[src/hdl/vdc_pkg.sv]
// ----------------------------------------------------------------------------
// vdc_pkg: shared types and constants for the verified digest cache
// Command codes, widths and the record carried along the cell chain.
// ----------------------------------------------------------------------------
`default_nettype none
package vdc_pkg;
    localparam int DIGEST_W  = 256;
    localparam int TIME_W    = 32;
    localparam int STAMP_W   = 32;
    localparam int AGE_W     = 16;
    localparam int SLOT_W    = 5;
    localparam logic [AGE_W-1:0] MAX_AGE_RESET = 16'd600;

    localparam logic CMD_LOOKUP = 1'b0;
    localparam logic CMD_INSERT = 1'b1;

    // one entry of the cache as a cell holds it
    typedef struct packed {
        logic                valid;
        logic [DIGEST_W-1:0] digest;
        logic [TIME_W-1:0]   tstamp;
        logic [STAMP_W-1:0]  stamp;
    } entry_t;
endpackage
`default_nettype wire

[src/hdl/vdc_cell.sv]
// ----------------------------------------------------------------------------
// vdc_cell: one cache entry in the rotating chain
// Holds an entry and hands it to its neighbour when the chain shifts.
// ----------------------------------------------------------------------------
`default_nettype none
module vdc_cell (
    input  wire logic           clk,
    input  wire logic           rst_n,
    input  wire logic           shift,
    input  wire vdc_pkg::entry_t prev_entry,
    output vdc_pkg::entry_t      entry
);
    logic                entry_valid_reg;
    vdc_pkg::entry_t     entry_data_reg;

    // valid bit is control and resets; payload does not
    always_ff @(posedge clk or negedge rst_n)
    begin
        if (!rst_n)
        begin
            entry_valid_reg <= 1'b0;
        end
        else if (shift)
        begin
            entry_valid_reg <= prev_entry.valid;
        end
    end

    always_ff @(posedge clk)
    begin
        if (shift)
        begin
            entry_data_reg <= prev_entry;
        end
    end

    always_comb
    begin
        entry       = entry_data_reg;
        entry.valid = entry_valid_reg;
    end
endmodule
`default_nettype wire
[config.mk]
export PLATFORM = sky130hd
export DESIGN_NAME = vdc_cell
export DESIGN_NICKNAME = d
export VERILOG_FILES = /design/src/hdl/vdc_pkg.sv /design/src/hdl/vdc_cell.sv
export SDC_FILE = /design/constraint.sdc
export NUM_CORES = 1
export LEC_CHECK = 0
export BUFFER_PORTS_ARGS = -buffer_cell sky130_fd_sc_hd__buf_4
export CAP_MARGIN = 25
export CORE_AREA = 3 3 249 251
export DETAILED_ROUTE_END_ITERATION = 10
export DIE_AREA = 0 0 252 254
export GPL_TIMING_DRIVEN = 0
export PLACE_DENSITY = 0.5
export SYNTH_ARGS = -nofsm -noshare
export SYNTH_HDL_FRONTEND = slang
export SYNTH_SLANG_ARGS = --single-unit
[constraint.sdc]
create_clock -name clk -period 0.8 [get_ports clk]
set_input_delay 0.08 -clock clk [delete_from_list [all_inputs] [get_ports clk]]
set_output_delay 0.08 -clock clk [all_outputs]
set_load 0.05 [all_outputs]
## After elaboration in Yosys (flattened, before gate mapping)

Cells that the tools add are included.

| word-level totals | value |
|---|---|
| flip-flop bits (word level) | 321 |
| bits in latches | 0 |
| memory bits (writable) | 0 |
| memory bits (read-only) | 0 |
| output and inout bits | 321 |
| logic and storage cells | 4 |
| memories | 0 |

| cells by class | value |
|---|---|
| add/subtract/negate cells | 0 |
| multiply operators | 0 |
| divide/modulo/power cells | 0 |
| order comparisons | 0 |
| eq/ne operators | 0 |
| shifts and indexed selects | 0 |
| multiplexer cells | 0 |
| bitwise gates (word level) | 0 |
| reductions and logical operators | 0 |

## Depth between registers and ports, before layout

Gate-level depths: netlist of the first run.

| logic depth | value |
|---|---|
| depth after elaboration | 0 |
| depth in mapped cells | 1 |
| mapped depth without buffers | 1 |

## Worst setup path before layout of the first run

Ideal clock, no wire load.

| timing path | value |
|---|---|
| path kind | reg-to-reg |
| start point | register, netlist name entry_valid_reg |
| end point | register entry_valid_reg |
| arrival | 0.604 ns |
| data required time | 0.675 ns |
| slack | 0.071 ns |
| stages on the path, launching flop included | 2 |
| path through | dfrtp_1 -> mux2_4 |

RTL lines:

| item | line | RTL |
|---|---|---|
| to (signal assigned) | vdc_cell.sv:25 | `entry_valid_reg <= prev_entry.valid;` |
| to (decl) | vdc_cell.sv:13 | `logic entry_valid_reg;` |

## Final worst setup path of the first run

| timing path | value |
|---|---|
| start point | register entry_data_reg (netlist bit entry[113]) |
| end point | output entry[113] (netlist bit) |

RTL lines:

| item | line | RTL |
|---|---|---|
| from (decl) | vdc_cell.sv:14 | `vdc_pkg::entry_t entry_data_reg;` |
| from (signal assigned) | vdc_cell.sv:33 | `entry_data_reg <= prev_entry;` |
| to (decl) | vdc_cell.sv:11 | `output vdc_pkg::entry_t entry` |

No word-level cell between the ends.

==> results of run 1 <==
how the worst max path moves through the flow:
stage | slack [ps] | from | end
3_5_place_dp | -1080 | shift | entry[309]$_DFFE_PP_
6_report | -550 | entry[113]$_DFFE_PP_ | entry[113]
2_1_floorplan | 70 | entry_valid_reg$_DFFE_PN0P_ | entry_valid_reg$_DFFE_PN0P_
5_1_grt | -710 | entry[113]$_DFFE_PP_ | entry[113]
4_1_cts | -720 | entry[113]$_DFFE_PP_ | entry[113]
3_3_place_gp | -2870 | shift | entry_valid_reg$_DFFE_PN0P_
final cells by class:
type	instances	area, µm²	share of cell area, %
Timing Repair Buffer	974	9480	44.6
Antenna cell	3	7.51	0.0353
Tap cell	782	978	4.60
Multi-Input combinational cell	1	15.0	0.0706
Buffer	1	11.3	0.0530
Clock buffer	48	1050	4.95
Sequential cell	321	9630	45.3
Clock inverter	16	85.1	0.400
stage by stage:
step / instances / hold slack, ps / total power, W / TNS, ps
floorplan: 323 / -216 / 0.0254 / 0
global placement: 1749 / -144 / 0.0294 / -888770
detailed placement: 1752 / -140 / 0.0294 / -208000
CTS: 2142 / -99.0 / 0.0481 / -135450
global route: 2145 / -87.0 / 0.0492 / -137900
finish: 2146 / -59.8 / 0.0474 / -118510
per-layer routing:
metal	share of wire [%]	up-vias	track usage, %	routed length, µm
li1	-	3357	-	-
met1	36	3587	12.5	13900
met2	52	376	20.4	20100
met3	8.9	52	4.27	3410
met4	2.4	4	3.76	908
met5	0.070	-	0	27
kinds of logic (layout without fill, tap and decap cells):
kind of cell / count (synthesis) / count (layout) / share of synthesized area, %
buf+inv: 1 / 1039 / 0.0778
flops: 321 / 321 / 99.8
mux: 1 / 1 / 0.155
other cells: 0 / 3 / 0
cells in the mapped netlist:
cell type	number
edfxtp_1	320
buf_4	1
dfrtp_1	1
mux2_4	1
cells in the final DEF (no fill, tap or decap), types with 3 or more instances in the layout:
cell type | netlist | layout
clkbuf_1 | 0 | 7
clkinv_1 | 0 | 5
edfxtp_1 | 320 | 320
clkinvlp_4 | 0 | 3
buf_16 | 0 | 5
buf_6 | 0 | 321
clkinv_2 | 0 | 7
dlygate4sd3_1 | 0 | 323
clkbuf_16 | 0 | 41
diode_2 | 0 | 3
buf_4 | 1 | 323
where the power goes:
part / total [W] / switching (W) / internal [W]
Clock: 0.0159 / 0.00669 / 0.00926
Sequential: 0.0208 / 0.000713 / 0.0200
Combinational: 0.0107 / 0.00621 / 0.00451
Total: 0.0474 / 0.0136 / 0.0338
what timing repair did:
item	4_1_cts	5_1_grt
setup endpoints to repair	486	321
buffers inserted	0	1
gates cloned	3	0
resized for setup	326	0
hold endpoints to repair	355	33
==> metrics, run 1 <==
WL/cell 17.9 µm; # IOs 645; largest net degree at the start of global routing 87; Critical Path Sink Type output port; final worst-path cycle share 169%; Post-Syn Instances 323; initial core utilization 16.1%; fraction of layout cells with a size suffix above 1 51.8%; Crit Path Category flip-flop to output port; critical path's top delay family flip-flops; synth unique cells 4; Arr. time, crit path 1270 ps; PwrDens 2230 nW/µm²; Final Setup Violations 322; DRC viols 0; Final Skew 0 ps; RSZ-0062 raised after global routing true; DR iter-0 viols 287; final slew viol count 0; first-pass GRT wire length 54,100 µm; area of the die 64,000 µm²; final hold violation count 33; actual slew at the worst max-slew pin 489 ps; failing checks hold timing, setup timing; synthesized area per cell 29.9 µm²; CP Depth 1; Clock Pin Slew Worst Setup and Hold Paths 50 ps; vias post-DR 7,376; vias per cell 3.44; vias in the first global route 8,364; worst path bufs/invs 1; Hold Path Origin shift; Setup WS post-layout -550 ps; FILL cells 5,579; CTS buffer count 38; Hold Worst Slack -59.8 ps; area leader, netlist edfxtp_1; r2r setup slk -90 ps; slowest stage cell, crit path edfxtp_1; NumNets Final 1,661; Synth Cell Area 9660 µm²; worst reg-to-reg path cell count 2; clk root buf clkbuf_16; Std-Cell Rows 90; largest fanout on the critical path 1; Worst setup SP type flip-flop; Worst R2R End entry_valid_reg$_DFFE_PN0P_; CTS tree yes; max_slew headroom 67.4%; Pre-Repair DR Iteration Count 4; hold buffer count at CTS 323; outcome finished with violations; Hold EP entry[13]$_DFFE_PP_; clock sink total 321; I/O Buffers 644; synthesis-to-finish area growth 120%; Worst VDD drop 1.45 mV; initial antenna violation count 5; GPL Wtd Cong 0.759; crit path time final 1350 ps; max reg flops 320; Die X 252 µm; Post-Syn Nets 647; synth top area cells edfxtp_1 (100%), dfrtp_1 (0.26%), mux2_4 (0.16%), buf_4 (0.078%); largest stage delay on the critical path 520 ps; Design Area, Final 21,300 µm²; Routed Antenna Nets 0; Routed WL 38,400 µm; maximum clock rate 741 MHz; gr usage total 11.4%; final core utilization 35.4%; hold path cells 1; worst hold path type input port to flip-flop; CORE AREA 60,100 µm²; number of synthesized register bits 321; worst path required time 720 ps; Max Cap Violations 0; CP cell instances buf_6; CTS max path bufs 3; post-synth top area share 99.5%; hpwl dp 26,400 µm; yosys synthesis warning count 0; H-tree Lvls 2; global route total overflow 0; placed instance area 15,600 µm²; Die Ht 254 µm; Place WS -1080 ps; RR Startpoint entry_valid_reg$_DFFE_PN0P_; sequential area share after synthesis 99.8%; Pleak 8.66 nW; clock latency on the worst-skew pair 530 ps
No activity file was read; power rests on OpenSTA's default activity.
==> run 2: changes to the inputs <==
--- a/config.mk
+++ b/config.mk
@@ -7,9 +7,10 @@
 export LEC_CHECK = 0
 export BUFFER_PORTS_ARGS = -buffer_cell sky130_fd_sc_hd__buf_4
 export CAP_MARGIN = 25
-export CORE_AREA = 3 3 249 251
+export CORE_AREA = 3 3 250 252
+export CTS_BUF_LIST = sky130_fd_sc_hd__clkbuf_8
 export DETAILED_ROUTE_END_ITERATION = 10
-export DIE_AREA = 0 0 252 254
+export DIE_AREA = 0 0 253 255
 export GPL_TIMING_DRIVEN = 0
 export PLACE_DENSITY = 0.5
 export SYNTH_ARGS = -nofsm -noshare
==> run 2 against run 1 <==
The flow finishes with violations (setup timing). First-iteration DRC count down 1.0%. Routed wire length up 2.2%. Via count up 1.7%. Sequential share of layout area up 0.072 points. Clock-buffer cell count up 11. Largest cell class unchanged. Design area down 0.16%. Register-to-register slack worse by 120 ps. Critical endpoint is now entry[209]$_DFFE_PP_. Largest power group unchanged. Die area up 0.79%. Sequential cell count unchanged.
==> metrics, run 2 (synthesized netlist as in run 1, its figures left out) <==
Die X 253 µm (was 252 µm); RR Startpoint entry_valid_reg$_DFFE_PN0P_ (unchanged); placed insts 1,751 (was 1,752); met2 Use GR 19.3% (was 20.4%); # IOs 645 (unchanged); Final Skew 0 ps (unchanged); Setup crit start shift (was entry[113]$_DFFE_PP_); Std-Cell Rows 90 (unchanged); initial core utilization 16.0% (was 16.1%); Multi-input gate area 15.0 µm² (unchanged); failing checks setup timing (was hold timing, setup timing); final hold violation count 0 (was 33); Place WS -969 ps (was -1080 ps); Cell Count, Final, Fillers Out 2,188 (was 2,146); actual slew at the worst max-slew pin 384 ps (was 489 ps); FILL cells 5,693 (was 5,579); final worst-path cycle share 174% (was 169%); Crit Path Category input port to flip-flop (was flip-flop to output port); Worst setup SP type input port (was flip-flop); WL/cell 17.9 µm (about the same); vias per cell 3.43 (was 3.44); sequential cell area 9630 µm² (unchanged); worst reg-to-reg path cell count 3 (was 2); placed instance area 15,500 µm² (was 15,600 µm²); initial antenna violation count 9 (was 5); Arr. time, crit path 1680 ps (was 1270 ps); vias post-DR 7,502 (was 7,376); DR iter-0 viols 284 (was 287); final slew viol count 0 (unchanged); switching power 0.0140 W (was 0.0136 W); Design Area, Final 21,200 µm² (was 21,300 µm²); Final Setup Violations 642 (was 322); max_slew headroom 74.4% (was 67.4%); clk root buf clkbuf_8 (was clkbuf_16); largest fanout on the critical path 53 (was 1); outcome finished with violations (unchanged); GPL Wtd Cong 0.748 (was 0.759); Worst VDD drop 1.35 mV (was 1.45 mV); maximum clock rate 717 MHz (was 741 MHz); Max Cap Violations 0 (unchanged); Pleak 8.73 nW (was 8.66 nW); busiest layer in global routing met2 (unchanged); CORE AREA 60,400 µm² (was 60,100 µm²); crit path time final 1400 ps (was 1350 ps); Clock Pin Slew Worst Setup and Hold Paths 60 ps (was 50 ps); synthesis-to-finish area growth 120% (about the same); Clock Power Share 32.7% (was 33.6%); Routed WL 39,200 µm (was 38,400 µm); CP cell instances dlygate4sd3_1 > buf_16 > bufbuf_16 (was buf_6); fraction of layout cells with a size suffix above 1 52.1% (was 51.8%); Critical Path Sink Type flip-flop (was output port); GRT met1 Usage 11.6% (was 12.5%); slowest stage cell, crit path dlygate4sd3_1 (was edfxtp_1); largest stage delay on the critical path 700 ps (was 520 ps); I/O Buffers 644 (unchanged); CTS buffer count 58 (was 38); vias in the first global route 8,408 (was 8,364); Pre-Repair DR Iteration Count 4 (unchanged); area of the die 64,500 µm² (was 64,000 µm²); largest net degree at the start of global routing 113 (was 87); Routed Antenna Nets 0 (unchanged); Worst R2R End entry_valid_reg$_DFFE_PN0P_ (unchanged); Internal 0.0327 W (was 0.0338 W); PwrDens 2200 nW/µm² (was 2230 nW/µm²); combinational share of power 23.0% (was 22.6%); commonest non-fill, non-tap cells in the layout dlygate4sd3_1 (324), buf_4 (323), buf_6 (322) (was dlygate4sd3_1 (323), buf_4 (323), buf_6 (321)); Switching Share 30.0% (was 28.7%); final setup TNS -248,570 ps (was -118,510 ps); gr usage total 11.1% (was 11.4%); global route total overflow 0 (unchanged); CTS tree yes (unchanged); first-pass GRT wire length 52,800 µm (was 54,100 µm); Setup WS post-layout -595 ps (was -550 ps); CTS max path bufs 3 (unchanged); DRC viols 0 (unchanged); RSZ-0062 raised after global routing true (unchanged); leading cell type in the layout, fill and taps excluded dlygate4sd3_1; clock sink total 321 (unchanged); Die Ht 255 µm (was 254 µm); sequential group share of total power 44.3% (was 43.8%); met3 GRT Util 5.18% (was 4.27%); final core utilization 35.2% (was 35.4%); max reg flops 320 (unchanged); hpwl dp 26,100 µm (was 26,400 µm); NumNets Final 1,682 (was 1,661); r2r setup slk -210 ps (was -90 ps); worst hold path type input port to flip-flop (unchanged); H-tree Lvls 2 (unchanged); last element of the critical path entry[209]$_DFFE_PP_ (was entry[113]); worst path required time 1090 ps (was 720 ps); clock latency on the worst-skew pair 600 ps (was 530 ps)
run 2: what timing repair did:
action	CTS	global route
gates cloned	1	2
resized for setup	324	2
setup endpoints to repair	540	473
setup buffers	1	1
pin swaps	0	0
hold endpoints to repair	424	102
hold buffers	323	1
run 2: layout make-up:
cell class,count,share of cell area (%)
sequential,321,45.4
tap,782,4.61
clock buffer,59,3.83
multi-input combinational,1,0.0707
antenna,3,0.0354
timing repair buffer,975,44.6
buffer,1,0.0530
clock inverter,46,1.45
run 2: metal layers:
layer | part of all wire, % | vias to the layer above
met5 | 0.14 | -
met4 | 3.6 | 8
met3 | 10 | 101
met2 | 51 | 403
met1 | 35 | 3574
li1 | - | 3416
run 2: stage by stage:
step	total power, W	hold slack (ps)
global route	0.0487	94.0
global placement	0.0293	-139
detailed placement	0.0294	-138
floorplan	0.0254	-216
CTS	0.0475	-130
finish	0.0467	158
run 2: power by group through the flow:
stage | registers (W) | clock network, W | logic [W]
global placement | 0.0208 | 0 | 0.00849
finish | 0.0207 | 0.0153 | 0.0108
detailed placement | 0.0208 | 0 | 0.00856
CTS | 0.0207 | 0.0160 | 0.0107
global route | 0.0208 | 0.0167 | 0.0111
floorplan | 0.0254 | 0 | 0.0000347
run 2: how the worst min path moves through the flow:
stage	start	end	slack, ps	depth (start not counted)
floorplan	rst_n	entry_valid_reg$_DFFE_PN0P_	-220	0
global placement	rst_n	entry_valid_reg$_DFFE_PN0P_	-140	1
detailed placement	rst_n	entry_valid_reg$_DFFE_PN0P_	-140	1
CTS	shift	entry[237]$_DFFE_PP_	-130	1
global route	prev_entry[161]	entry[161]$_DFFE_PP_	90	2
finish	prev_entry[83]	entry[83]$_DFFE_PP_	160	2
run 2: critical path: cells and delay by family:
kind | cells | cell delay, ps
buf+inv | 3 | 1500
